### config.mk
export PLATFORM = sky130hd
export DESIGN_NAME = wts_front_flat
export DESIGN_NICKNAME = d
export VERILOG_FILES = /design/src/wts_pkg.sv /design/src/wts_if.sv /design/src/wts_front.sv /design/src/flat_wrapper.sv
export SDC_FILE = /design/constraint.sdc
export NUM_CORES = 1
export LEC_CHECK = 0
export BUFFER_PORTS_ARGS = -buffer_cell sky130_fd_sc_hd__buf_2
export CAP_MARGIN = 20
export CORE_MARGIN = 3
export CORE_UTILIZATION = 59
export DETAILED_ROUTE_END_ITERATION = 12
export HOLD_SLACK_MARGIN = 0.06
export PLACE_DENSITY = 0.83
export SYNTH_ARGS = -nofsm -noshare
export SYNTH_HDL_FRONTEND = slang
export SYNTH_SLANG_ARGS = --single-unit
export TNS_END_PERCENT = 50
### constraint.sdc
create_clock -name i_clk -period 20.2 [get_ports i_clk]
set_input_delay 6.06 -clock i_clk [delete_from_list [all_inputs] [get_ports i_clk]]
set_output_delay 6.06 -clock i_clk [all_outputs]
set_load 0.02 [all_outputs]
### src/wts_pkg.sv
// ----------------------------------------------------------------------------
// Waypoint target selector package
// Shared widths, codes and the decoded operation passed from front to back.
// ----------------------------------------------------------------------------
`default_nettype none

package wts_pkg;

    localparam int IDX_W     = 10;
    localparam int PLEN_W    = IDX_W + 1;
    localparam int POS_W     = 32;
    localparam int MODE_W    = 8;
    localparam int DEV_W     = 24;
    localparam int SCALE_W   = 16;
    localparam int SCALE_FRAC = 8;
    localparam int DEVQ_W    = 32;
    localparam int CFG_W     = 24;
    localparam int CFG_IDX_W = 2;
    localparam int WP_W      = 2 * POS_W + MODE_W;
    localparam int Q_DEPTH   = 2;
    localparam int Q_AW      = $clog2(Q_DEPTH);
    localparam int Q_CNT_W   = $clog2(Q_DEPTH + 1);

    localparam logic [DEV_W-1:0]   TARGET_DEV_RST = 24'd32768;
    localparam logic [DEV_W-1:0]   FINAL_DEV_RST  = 24'd6554;
    localparam logic [SCALE_W-1:0] FAIL_SCALE_RST = 16'd512;
    localparam logic [MODE_W-1:0]  STOP_CODE_RST  = 8'd0;

    typedef enum logic [1:0] {
        CMD_LOAD = 2'd0,
        CMD_TICK = 2'd1,
        CMD_SET  = 2'd2
    } t_cmd;

    typedef enum logic [CFG_IDX_W-1:0] {
        CFG_TARGET_DEV = 2'd0,
        CFG_FINAL_DEV  = 2'd1,
        CFG_FAIL_SCALE = 2'd2,
        CFG_STOP_CODE  = 2'd3
    } t_cfg_idx;

    typedef struct packed {
        logic [DEV_W-1:0]   target_dev;
        logic [DEV_W-1:0]   final_dev;
        logic [SCALE_W-1:0] fail_scale;
        logic [MODE_W-1:0]  stop_code;
    } t_cfg;

    typedef enum logic [1:0] {
        K_LOAD = 2'd0,
        K_SET  = 2'd1,
        K_TICK = 2'd2
    } t_kind;

    // idx is the slot for a load, the clamped target for a set and the
    // last path index for a tick.
    typedef struct packed {
        t_kind              kind;
        logic [IDX_W-1:0]   idx;
        logic [POS_W-1:0]   x;
        logic [POS_W-1:0]   y;
        logic [MODE_W-1:0]  mode;
        logic [DEVQ_W-1:0]  dev;
    } t_op;

    typedef struct packed {
        logic push;
        logic full;
    } t_q_in;

endpackage

`default_nettype wire

### src/wts_if.sv
// ----------------------------------------------------------------------------
// Waypoint target selector channels
// Request channel (commands and poses) and result channel (selected target).
// ----------------------------------------------------------------------------
`default_nettype none

interface wts_req_if import wts_pkg::*; ();
    logic                     valid;
    logic                     ready;
    logic [1:0]               cmd;
    logic [IDX_W-1:0]         wp_index;
    logic signed [POS_W-1:0]  pos_x;
    logic signed [POS_W-1:0]  pos_y;
    logic [MODE_W-1:0]        wp_mode;
    logic                     last_entry;
    logic                     plan_ok;

    modport source (output valid, cmd, wp_index, pos_x, pos_y, wp_mode, last_entry,
                    plan_ok, input ready);
    modport sink   (input valid, cmd, wp_index, pos_x, pos_y, wp_mode, last_entry,
                    plan_ok, output ready);
endinterface


`default_nettype wire

### src/wts_front.sv
// ----------------------------------------------------------------------------
// Waypoint target selector front end
// Accepts requests, tracks the path length and turns requests into operations.
// ----------------------------------------------------------------------------
`default_nettype none

module wts_front import wts_pkg::*; #(
    parameter int PATH_DEPTH = 1024
) (
    input  wire logic  i_clk,
    input  wire logic  i_rst_n,
    input  wire t_cfg  i_cfg,
    wts_req_if.sink    i_req,
    input  wire logic  i_q_full,
    output      t_q_in o_q_ctl,
    output      t_op   o_op
);

    logic [PLEN_W-1:0]         r_path_len;
    logic [PLEN_W-1:0]         n_path_len;
    logic [PLEN_W-1:0]         len_m1;
    logic [DEV_W+SCALE_W-1:0]  scaled;
    logic                      accept;
    logic                      keep;
    logic                      in_range;

    assign accept   = i_req.valid && !i_q_full;
    assign len_m1   = r_path_len - PLEN_W'(1);
    assign in_range = 32'(i_req.wp_index) < 32'(PATH_DEPTH);
    assign scaled   = i_cfg.target_dev * i_cfg.fail_scale;

    always_comb begin
        keep       = 1'b0;
        n_path_len = r_path_len;
        o_op.kind  = K_TICK;
        o_op.idx   = i_req.wp_index;
        o_op.x     = i_req.pos_x;
        o_op.y     = i_req.pos_y;
        o_op.mode  = i_req.wp_mode;
        o_op.dev   = i_req.plan_ok ? DEVQ_W'(i_cfg.target_dev)
                                   : scaled[SCALE_FRAC +: DEVQ_W];
        case (i_req.cmd)
            CMD_LOAD: begin
                o_op.kind = K_LOAD;
                keep      = in_range;
                if (in_range && i_req.last_entry) begin
                    n_path_len = {1'b0, i_req.wp_index} + PLEN_W'(1);
                end
            end
            CMD_SET: begin
                o_op.kind = K_SET;
                keep      = 1'b1;
                if (r_path_len == '0) begin
                    o_op.idx = '0;
                end else if ({1'b0, i_req.wp_index} > len_m1) begin
                    o_op.idx = len_m1[IDX_W-1:0];
                end
            end
            CMD_TICK: begin
                // A tick on an empty path yields nothing.
                o_op.kind = K_TICK;
                o_op.idx  = len_m1[IDX_W-1:0];
                keep      = (r_path_len != '0);
            end
            default: begin
                keep = 1'b0;
            end
        endcase
    end

    always_ff @(posedge i_clk) begin
        if (!i_rst_n) begin
            r_path_len <= '0;
        end else if (accept) begin
            r_path_len <= n_path_len;
        end
    end

    assign i_req.ready  = !i_q_full;
    assign o_q_ctl.push = accept && keep;
    assign o_q_ctl.full = i_q_full;

endmodule

`default_nettype wire

### src/flat_wrapper.sv
// flat-port wrapper written by rule: the top's interface ports become plain ports
module wts_front_flat import wts_pkg::*;
#(
    parameter int PATH_DEPTH = 1024
)
  (i_clk, i_rst_n, i_cfg, i_q_full, o_q_ctl, o_op, i_req_valid, i_req_cmd, i_req_wp_index, i_req_pos_x, i_req_pos_y, i_req_wp_mode, i_req_last_entry, i_req_plan_ok, i_req_ready);
  wts_req_if i_req_i ();
  input  wire logic i_clk;
  input  wire logic i_rst_n;
  input  wire t_cfg i_cfg;
  input  wire logic i_q_full;
  output      t_q_in o_q_ctl;
  output      t_op o_op;
  input wire logic [$bits(i_req_i.valid)-1:0] i_req_valid;
  input wire logic [$bits(i_req_i.cmd)-1:0] i_req_cmd;
  input wire logic [$bits(i_req_i.wp_index)-1:0] i_req_wp_index;
  input wire logic [$bits(i_req_i.pos_x)-1:0] i_req_pos_x;
  input wire logic [$bits(i_req_i.pos_y)-1:0] i_req_pos_y;
  input wire logic [$bits(i_req_i.wp_mode)-1:0] i_req_wp_mode;
  input wire logic [$bits(i_req_i.last_entry)-1:0] i_req_last_entry;
  input wire logic [$bits(i_req_i.plan_ok)-1:0] i_req_plan_ok;
  output wire logic [$bits(i_req_i.ready)-1:0] i_req_ready;
  assign i_req_i.valid = i_req_valid;
  assign i_req_i.cmd = i_req_cmd;
  assign i_req_i.wp_index = i_req_wp_index;
  assign i_req_i.pos_x = i_req_pos_x;
  assign i_req_i.pos_y = i_req_pos_y;
  assign i_req_i.wp_mode = i_req_wp_mode;
  assign i_req_i.last_entry = i_req_last_entry;
  assign i_req_i.plan_ok = i_req_plan_ok;
  assign i_req_ready = i_req_i.ready;
  wts_front #(.PATH_DEPTH(PATH_DEPTH)) u_core (.i_clk(i_clk), .i_rst_n(i_rst_n), .i_cfg(i_cfg), .i_req(i_req_i), .i_q_full(i_q_full), .o_q_ctl(o_q_ctl), .o_op(o_op));
endmodule
==> metrics.txt <==
run status completed; worst-margin pin slew 1.012 ns; sequential area share after synthesis 1.560%; fraction of layout cells with a size suffix above 1 8.080%; Synth warnings 0; Synth area leader fa_1; Setup TNS 0 ns; vias in the first global route 12,080; crit path kind in2out; sum of buffers and inverters on the critical path 7; multi-input logic area 0.01169 mm²; Max Root-Sink Buffers 2; Final Hold Viols 0; Via density 5.718; Final min period 18.69 ns; GRT busiest layer met2; biggest regs u_core.r_path_len x11; final setup fails 0; unrepaired setup endpoints after global routing false; # rows 55; Max Fanout on Critical Path 24; clk root buf clkbuf_16; io pins 281; residual DRC count 0; Die ar. 0.02582 mm²; vias post-DR 11,200; critical path, cell by cell buf_2 > nand2_1 > fa_1 > inv_1 > fa_1 > inv_1 > fa_1 > inv_1 > fa_1 > fa_1 > inv_1 > fa_1 > inv_1 > ha_1 > a21oi_1 > o221ai_1 > a21oi_1 > o32a_2 > a21boi_2 > or3_4 > a21oi_1 > mux2_2 > buf_2; hold buffer count at cts 0; Max Clk Rate 53.50 MHz; Worst path top cell family by delay adder cells; overflow left after global routing 0; postcts setup bufs 0; Hold WS 0.4971 ns; synth top area cells fa_1, ha_1, inv_1; ys async rst share 0%; PortBufs 104; Most flops, register u_core.r_path_len; largest stage delay on the critical path 0.55 ns; CP required 14.14 ns; Post-synth EDFFs 0; Sequential Area 220.2 µm²; clk slew on worst S/H paths 0.04 ns; Mapped Cells 1,682; Yosys top cell area share 43.24%; initial DRC count 789; Slowest-stage cell, CP fa_1; antenna violations before repair 0; Synthesized Nets 2,274; synthesized area per cell 8.395 µm²; die span in x 160.7 µm; Setup crit start kind primary input; CTS HTree Levels 1; ant diodes 0; Routability Congestion 0.9222; fin crit share 92.54%; WP data arrival 12.63 ns; first-pass GRT wire length 61,120 µm; CTS tree yes; nets@finish 2,239; Post-Syn Area 0.01412 mm²; post_cts resized 0; GR Util met2 49.19%; router iterations before antenna repair 6; ANT nets after route 0; largest net degree at the start of global routing 61; max_cap viols 0; Yosys reg bits 11; post-route cell area 0.01429 mm²; Filler cells 1,932; HPWL Detailed 28,100 µm; clk_lat worst skew 0.24 ns; dpl cell area 0.01421 mm²; grt met3 use 5.236%; Worst Skew 0 ns; CTS buffer count 3; cell mode on critical path fa_1; Util after Layout 61.98%; Core ar. 0.02305 mm²; worst hold path class reg2reg; Worst setup EP type output port; Yosys cell types 65; chip height 160.7 µm; count of pins over their slew limit 0; synthesis-to-finish area growth 1.196%; Routed WL 36,600 µm; met1 Use GR 38.66%; max reg flops 11; Synth Flop Type dfxtp_1; Total GRT Usage 29.30%; routed length per instance 18.68 µm; Max-slew headroom 32.56%; Starting Density 61.25%; CTS sink cnt 11
worst min-delay path, stage by stage (launching register included):
cell and delay (ns):
dfxtp_1 0.31, nand2b_1 0.07, a21boi_0 0.07
cell usage in the layout, fill, tap and decap left out, types with 14 or more instances in the layout:
| cell type | n |
|---|---|
| buf_2 | 104 |
| nand3_1 | 18 |
| ha_1 | 125 |
| fa_1 | 305 |
| xnor2_1 | 25 |
| o21ai_0 | 37 |
| xor2_1 | 14 |
| nor2_1 | 22 |
| and2_1 | 154 |
| a21oi_1 | 38 |
| nand2_1 | 283 |
| a21o_1 | 18 |
| inv_1 | 369 |
logic make-up (layout without fill, tap and decap cells):
family	count (synthesis)	after routing	share of synthesized area, %
buf+inv	513	477	15.63
fa+ha+maj	430	430	54.32
compound gates	156	156	7.541
simple gates	527	527	18.03
xor+xnor	39	39	2.419
flops	11	11	1.560
mux	6	6	0.4962
area by class of cell:
class	instances	area share, %
inverter	369	9.694
sequential	11	1.541
clock buffer	4	0.5517
multi-input combinational	1158	81.83
timing repair buffer	104	3.643
tap	313	2.741
cells in the mapped netlist (22+ instances only):
cell type    n
a21oi_1     38
and2_1     154
buf_4       73
clkbuf_1    70
fa_1       305
ha_1       125
inv_1      369
nand2_1    283
nor2_1      22
o21ai_0     37
xnor2_1     25
routing by layer:
metal | up-vias | wire length, µm
met1 | 5554 | 14080
met2 | 619 | 17550
met5 | - | 0
li1 | 4904 | -
met4 | 0 | 1290
met3 | 124 | 3680
final timing paths:
path	slack, ns	startpoint	cells past startpoint	end
hold reg to reg	0.50	u_core.r_path_len[10]$_SDFFE_PN0P_	2	u_core.r_path_len[10]$_SDFFE_PN0P_
hold / removal	0.50	u_core.r_path_len[10]$_SDFFE_PN0P_	2	u_core.r_path_len[10]$_SDFFE_PN0P_
setup reg to reg	19.50	u_core.r_path_len[4]$_SDFFE_PN0P_	1	u_core.r_path_len[4]$_SDFFE_PN0P_
setup / recovery	1.51	i_cfg[9]	23	o_op[25]
through the flow:
stage / setup slack [ns] / std cells
after floorplan: 2.208 / 1682
after global placement: 1.719 / 1955
after detailed placement: 1.646 / 1955
after CTS: 1.633 / 1959
after global routing: 1.280 / 1959
final: 1.508 / 1959
Power is not shown: default switching activity piles up to over one toggle a cycle in this logic, so the estimate is an artifact.
