## src/wts_pkg.sv

```systemverilog
// ----------------------------------------------------------------------------
// Waypoint target selector package
// Shared widths, codes and the decoded operation passed from front to back.
// ----------------------------------------------------------------------------
`default_nettype none

package wts_pkg;

    localparam int IDX_W     = 10;
    localparam int PLEN_W    = IDX_W + 1;
    localparam int POS_W     = 32;
    localparam int MODE_W    = 8;
    localparam int DEV_W     = 24;
    localparam int SCALE_W   = 16;
    localparam int SCALE_FRAC = 8;
    localparam int DEVQ_W    = 32;
    localparam int CFG_W     = 24;
    localparam int CFG_IDX_W = 2;
    localparam int WP_W      = 2 * POS_W + MODE_W;
    localparam int Q_DEPTH   = 2;
    localparam int Q_AW      = $clog2(Q_DEPTH);
    localparam int Q_CNT_W   = $clog2(Q_DEPTH + 1);

    localparam logic [DEV_W-1:0]   TARGET_DEV_RST = 24'd32768;
    localparam logic [DEV_W-1:0]   FINAL_DEV_RST  = 24'd6554;
    localparam logic [SCALE_W-1:0] FAIL_SCALE_RST = 16'd512;
    localparam logic [MODE_W-1:0]  STOP_CODE_RST  = 8'd0;

    typedef enum logic [1:0] {
        CMD_LOAD = 2'd0,
        CMD_TICK = 2'd1,
        CMD_SET  = 2'd2
    } t_cmd;

    typedef enum logic [CFG_IDX_W-1:0] {
        CFG_TARGET_DEV = 2'd0,
        CFG_FINAL_DEV  = 2'd1,
        CFG_FAIL_SCALE = 2'd2,
        CFG_STOP_CODE  = 2'd3
    } t_cfg_idx;

    typedef struct packed {
        logic [DEV_W-1:0]   target_dev;
        logic [DEV_W-1:0]   final_dev;
        logic [SCALE_W-1:0] fail_scale;
        logic [MODE_W-1:0]  stop_code;
    } t_cfg;

    typedef enum logic [1:0] {
        K_LOAD = 2'd0,
        K_SET  = 2'd1,
        K_TICK = 2'd2
    } t_kind;

    // idx is the slot for a load, the clamped target for a set and the
    // last path index for a tick.
    typedef struct packed {
        t_kind              kind;
        logic [IDX_W-1:0]   idx;
        logic [POS_W-1:0]   x;
        logic [POS_W-1:0]   y;
        logic [MODE_W-1:0]  mode;
        logic [DEVQ_W-1:0]  dev;
    } t_op;

    typedef struct packed {
        logic push;
        logic full;
    } t_q_in;

endpackage

`default_nettype wire

```

## src/wts_queue.sv

```systemverilog
// ----------------------------------------------------------------------------
// Waypoint target selector operation queue
// Short FIFO that decouples the front end from the back end.
// ----------------------------------------------------------------------------
`default_nettype none

module wts_queue import wts_pkg::*; (
    input  wire logic  i_clk,
    input  wire logic  i_rst_n,
    input  wire t_q_in i_ctl,
    input  wire t_op   i_op,
    input  wire logic  i_pop,
    output      logic  o_full,
    output      logic  o_empty,
    output      t_op   o_head
);

    t_op                r_mem [Q_DEPTH];
    logic [Q_AW-1:0]    r_wp;
    logic [Q_AW-1:0]    r_rp;
    logic [Q_CNT_W-1:0] r_cnt;
    logic               do_push;
    logic               do_pop;

    assign o_full  = (r_cnt == Q_CNT_W'(Q_DEPTH));
    assign o_empty = (r_cnt == '0);
    assign do_push = i_ctl.push && !o_full;
    assign do_pop  = i_pop && !o_empty;
    assign o_head  = r_mem[r_rp];

    always_ff @(posedge i_clk) begin
        if (do_push) begin
            r_mem[r_wp] <= i_op;
        end
    end

    always_ff @(posedge i_clk) begin
        if (!i_rst_n) begin
            r_wp  <= '0;
            r_rp  <= '0;
            r_cnt <= '0;
        end else begin
            if (do_push) begin
                r_wp <= (r_wp == Q_AW'(Q_DEPTH - 1)) ? '0 : r_wp + Q_AW'(1);
            end
            if (do_pop) begin
                r_rp <= (r_rp == Q_AW'(Q_DEPTH - 1)) ? '0 : r_rp + Q_AW'(1);
            end
            if (do_push && !do_pop) begin
                r_cnt <= r_cnt + Q_CNT_W'(1);
            end else if (do_pop && !do_push) begin
                r_cnt <= r_cnt - Q_CNT_W'(1);
            end
        end
    end

endmodule

`default_nettype wire

```

## config.mk

```make
export PLATFORM = sky130hd
export DESIGN_NAME = wts_queue
export DESIGN_NICKNAME = d
export VERILOG_FILES = /design/src/wts_pkg.sv /design/src/wts_queue.sv
export SDC_FILE = /design/constraint.sdc
export NUM_CORES = 1
export LEC_CHECK = 0
export BUFFER_PORTS_ARGS = -buffer_cell sky130_fd_sc_hd__buf_2
export CAP_MARGIN = 0
export CORE_UTILIZATION = 46
export CTS_BUF_LIST = sky130_fd_sc_hd__clkbuf_8
export CTS_CLUSTER_SIZE = 8
export DETAILED_ROUTE_END_ITERATION = 7
export PLACE_DENSITY = 0.82
export SKIP_LAST_GASP = 1
export SLEW_MARGIN = 20
export SYNTH_ARGS = -nofsm -noshare
export SYNTH_HDL_FRONTEND = slang
export SYNTH_SLANG_ARGS = --single-unit
export TNS_END_PERCENT = 20
```

## constraint.sdc

```tcl
create_clock -name i_clk -period 15.2 [get_ports i_clk]
set_input_delay 0.76 -clock i_clk [delete_from_list [all_inputs] [get_ports i_clk]]
set_output_delay 0.76 -clock i_clk [all_outputs]
set_load 0.1 [all_outputs]
```

==> results of run 1 <==
[through the flow]
step                      setup slack (ns)  hold slack, ns  area [um2]
after floorplan                       9.13           0.483        8760
after global placement               11.91           0.499       10200
after detailed placement             11.89           0.576       10200
after CTS                            11.31           0.393       10900
after global routing                 11.18           0.384       10900
final                                11.41           0.429       10900
[cells in the mapped netlist]
library cell  number
edfxtp_1         232
mux2_2            76
mux2_4            40
buf_2              7
buf_6              6
dfxtp_1            5
and2_1             3
inv_1              2
nor2_1             2
xnor2_1            2
a21boi_0           1
a21boi_1           1
and3_1             1
ha_1               1
nand2b_1           1
nor3_2             1
o21a_1             1
o21ai_0            1
o21ai_1            1
or3_1              1
xor2_1             1
[cell type report]
class	count	area [um2]	area share (%)
clock inverters	28	144	1.32
repair buffers	241	1220	11.1
multi-input cells	134	1590	14.6
diodes	2	5.00	0.0458
clock buffers	43	592	5.42
inverters	2	7.51	0.0687
well taps	234	293	2.68
flip-flops and latches	237	7070	64.7
[critical path, cell delays in order, from the launching register on]
cell and delay (ns):
dfxtp_4 0.91, buf_4 0.79, mux2_2 0.29, buf_2 0.44
[logic make-up (layout without fill, tap and decap cells)]
kind of cell | Yosys count | in the layout
DFF | 237 | 237
and+or+nand+nor | 9 | 9
muxes | 116 | 116
AOI/OAI and AO/OA | 5 | 5
other | 0 | 2
adders and majority gates | 1 | 1
buffers and inverters | 15 | 314
xor gates and xnor gates | 3 | 3
[path summary, 6_finish.rpt]
check / cells past startpoint / slack [ns] / startpoint / endpoint
setup / recovery: 3 / 11.41 / register / o_head[100]
hold / removal: 1 / 0.43 / i_op[66] / r_mem[0][66]
setup reg to reg: 3 / 12.60 / r_cnt[0] / r_mem[1][39]
hold reg to reg: 2 / 0.59 / r_rp / register
[flip-flops by register name (all words and copies together) (netlist names), named ones only]
name   cells
r_wp       1
r_mem    232
r_rp       1
r_cnt      2
[layer usage]
layer	track usage [%]	vias to the layer above	routed length, um
met5	0	-	0
li1	-	2084	-
met2	28.1	190	7990
met3	6.39	35	1340
met4	6.59	0	347
met1	17.5	2182	6170
==> metrics.txt, run 1 <==
Total GRT Usage=16.1%; commonest non-fill, non-tap cell in the layout=buf_2; total CTS buffers=40; min cycle time layout=about 3.8 ns; fin util=between 50% and 60%; Max Clk Rate=0.264 GHz; period utilisation layout=25.0%; I/O Buffers=237; Worst-Skew Late Latency=0.51 ns; register area share after synthesis=around four fifths; fillers=1419; First-pass DRT Iterations=4; placed cells=848; Worst Tran Pin Value=between 0.8 and 0.9 ns; Fin Clk Skew=0.0130 ns; DRC viols=0; DPL Wire Length=10300 um; initial DRC count=191; # IOs=239; CTS tree=yes; Std-Cell Rows=50; Max-Cap Viols=0; first-pass GRT wire length=between 20000 and 25000 um; adder-cell share of the synthesized area=0.143%; top post-synthesis cells by area=edfxtp_1 80%, mux2_2 9.8%, mux2_4 6.9%; Syn Inst Count=between 300 and 400; Die Area=19600 um2; Crit. End Element=output pin; yosys warns=0; final RePlAce weighted congestion=0.703; top cell type's share of synthesized area=79.5%; Die Wd=140 um; Hold Buf Count CTS=0; # H-tree levels=2; mux cell area share after synthesis=between 15 and 20%; Initial Util=~47%; RSZ-0062 raised after global routing=false; vias in the first global route=4915; Root Buffer=clkbuf_8; dominant cell type by area after synthesis=edfxtp_1; post-CTS setup buffers=0; WP data required=14.44 ns; core area=18700 um2; kind of start point of the critical path=register; die height=140 um; Post-Synthesis Net Count=slightly above 500; final-report setup violation count=0; TritonCTS sink count=237; final WL=~16000 um; kind of critical path=reg -> out; most frequent cells in the layout=237 x buf_2, 232 x edfxtp_1, 76 x mux2_2; Reg clk slew, reported paths=0.06 ns; Synth Cell Area=8760 um2; share of post-route cells with drive strength above 1=between 50 and 60%; nets=778; xor/xnor cell area share of the yosys netlist=less than 1%; Antenna Nets Post-Route=0; Post-CTS Resized=0; Distinct cells, synth=21; Avg Vias per Cell=4.88; Worst slew margin=40.3%; GRT overflow=0; maximum clock insertion buffer count=3; synthesis-stage register bit count=237; largest net degree at the start of global routing=65; max-slew violations=0; arrival time at the worst endpoint=3.03 ns; via count=4491; initial antenna violation count=1; drt wl/cell=17.2 um; Final Hold Fails=0; Simple-Gate Fraction of Synth Area=0.628%; Crit Path Max Fanout=61; outcome=complete, no violations; synthesized area per cell=22.7 um2; Layout area overhead=24.7%; complex-gate fraction of the synthesized area=less than 1%; Non-Filler Instances=921; setup_tns=0 ns; largest family of logic cells by synthesized area=multiplexers; worst hold-check path type=in -> reg
Power of run 1 is left out: the tool's default activity adds up to more than one toggle a clock period on the data nets, which glitch-free logic cannot reach.
==> run 2, diff against run 1 <==
- PLACE_DENSITY: 0.82 -> 0.85
- clock period: 15.2 -> 3.3 ns (I/O delays scaled with it)
==> run 2 against run 1 <==
  * Critical endpoint is now o_head[97]
  * Non-clock buffer count increased by 119
  * Setup slack got worse by 10 ns
  * Register-to-register slack got worse by 11 ns
  * Hold slack got worse by 0.29 ns
  * Global-route usage increased by 2.6 points
  * Highest routed layer unchanged
  * Clock-buffer cell count fell by 2
  * Via count up 12%
  * Sequential share of layout area is 6.1 points lower
  * Final cell count up 12%
  * Sequential cell count unchanged
  * Design area increased by 10%
  * First-iteration DRC count increased by 3.1%
==> metrics.txt, run 2 (synthesis results as in run 1) <==
worst-path cell chain=buf_12, mux2_2, buf_2; core area=18700 um2 (unchanged); Antenna Nets Post-Route=0 (unchanged); flop2flop setup slack=1.30 ns (-11.30 ns); largest net degree at the start of global routing=117 (+80%); largest registers=r_mem: 232 flops, r_cnt: 2 flops; # H-tree levels=2 (unchanged); pwr/cell area=960 nW/um2; final RePlAce weighted congestion=0.704 (about the same); Initial Util=46.8% (unchanged); worst hold-check path type=in -> reg; die height=140 um (unchanged); first-pass GRT wire length=28200 um (+15%); kind of critical path=reg -> out; period utilisation layout=71.6%; met2 Use GR=34.7% (+6.6 points); Worst Tran Pin Value=0.767 ns (-0.128 ns); nets=896 (+15%); I/O Buffers=237 (unchanged); Pwr Total=approximately 12 mW; RSZ-0062 raised after global routing=false; Net Switching=between 5 and 6 mW; met1 Use GR=20.0% (+2.5 points); initial DRC count=197 (+3.1%); CTS tree=yes; GRT overflow=0 (unchanged); max-slew violations=0 (unchanged); Total GRT Usage=18.8% (+2.6 points); Crit Path Max Fanout=116 (+90%); Fin Clk Skew=0.0230 ns (+0.0100 ns); # IOs=239 (unchanged); Max-Cap Viols=0 (unchanged); Die Area=19600 um2 (unchanged); M3 GR Usage=5.33% (-1.1 points); Sw Ratio=47.9%; max FFs per register=232 (unchanged); arrival time at the worst endpoint=2.20 ns (-0.83 ns); WP data required=3.13 ns (-11.31 ns); post-CTS setup buffers=0 (unchanged); Root Buffer=clkbuf_8; design area=12100 um2 (+10%); maximum clock insertion buffer count=3 (unchanged); most frequent cells in the layout=237 x buf_2, 232 x edfxtp_1, 118 x dlygate4sd3_1; DPL Wire Length=10100 um (-1.5%); DRC viols=0 (unchanged); outcome=complete, no violations; VDD IR max=0.633 mV; final WL=18600 um (+17%); fillers=1172 (-17%); P_int=6.03 mW; initial antenna violation count=0 (-1); register area=7070 um2 (unchanged); Final Hold Fails=0 (unchanged); Clk pwr share=18.8%; pre-CTS setup slack=1.34 ns (-10.54 ns); share of post-route cells with drive strength above 1=50.4% (-9.5 points); largest stage delay on the critical path=0.47 ns (-0.44 ns); First-pass DRT Iterations=4 (unchanged); Combinational Power Share=a little under half; Worst slew margin=48.8% (+8.5 points); total CTS buffers=39 (-2.5%); Biggest register=r_mem; min cycle time layout=2.36 ns; via count=5034 (+12%); leakage power=around 4.7 nW; area of the multi-input gates=1590 um2 (unchanged); diode count=0 (-2); Worst-Skew Late Latency=0.51 ns (about the same); commonest non-fill, non-tap cell in the layout=buf_2; Setup WS post-layout=0.936 ns (-10.47 ns); vias in the first global route=5575 (+13%); kind of start point of the critical path=register; Avg Vias per Cell=4.88 (about the same); Reg clk slew, reported paths=0.06 ns (about the same); Layout area overhead=37.7%; drt wl/cell=18.0 um (+4.8%); Placed Area=10200 um2 (+0.44%); Die Wd=140 um (unchanged); Crit. End Element=output pin; Std-Cell Rows=50 (unchanged); TritonCTS sink count=237 (unchanged); GR peak layer=met2; Max Clk Rate=approximately 0.42 GHz; final-report setup violation count=0 (unchanged); share of power burned in registers=33.7%; Slowest-stage cell, CP=buf_12
## run 2: cell types whose count changed in the layout (fill, tap and decap cells not counted), sizes merged
cell         change
dlygate4sd3    +118
buf              +1
bufinv           -1
inv              -4
clkinvlp         -2
clkbuf           -2
clkinv           +3
diode            -2
## run 2: routing by layer
| metal | part of all wire [%] | vias up |
|---|---|---|
| met5 | 0 | - |
| met4 | 2.8 | 0 |
| met3 | 7.0 | 50 |
| met2 | 53 | 218 |
| met1 | 37 | 2453 |
| li1 | - | 2313 |
## run 2: what timing repair did
item | 4_1_cts | 5_1_grt
gates resized for setup | 0 | 0
hold buffers | 118 | 0
hold endpoints to repair | 237 | 0
## run 2: area by class of cell
type,count,share of cell area (%)
clock buffer,41,4.68
clock inverter,24,0.747
inverter,2,0.0622
multi-input combinational,134,13.2
sequential,237,58.6
tap,234,2.43
timing repair buffer,360,20.2
## run 2: power by group through the flow
stage          Sequential, mW  Combinational [mW]  Clock [mW]
2_1_floorplan            3.95                4.70           0
3_3_place_gp             3.92                5.32           0
3_5_place_dp             3.95                5.38           0
4_1_cts                  3.89                5.50        2.24
5_1_grt                  3.93                5.65        2.37
6_report                 3.90                5.50        2.18
## run 2: stage by stage
| stage | util, % | instances | TNS [ns] | hold slack (ns) |
|---|---|---|---|---|
| floorplan | - | 386 | -170.30 | 0.264 |
| detailed placement | 54.7 | 849 | 0 | 0.356 |
| finish | 64.5 | 1032 | 0 | 0.136 |
| global placement | 54.7 | 849 | 0 | 0.353 |
| global route | 64.5 | 1032 | 0 | 0.167 |
| CTS | 64.5 | 1032 | 0 | 0.103 |
## run 2: worst paths after layout
kind,from,to,depth (start not counted)
max reg2reg,r_cnt[0],r_mem[1][88],3
max,register,o_head[97],3
min reg2reg,r_cnt[1],r_cnt[1],2
min,i_pop,register,4
## run 2: worst max-delay path, delay by kind of cell, from the launching register on
kind,cells,cell delay (ns)
flops,1,0.35
buf+inv,2,0.90
mux,1,0.29
Note: power is estimated with default switching activity, not from simulation.
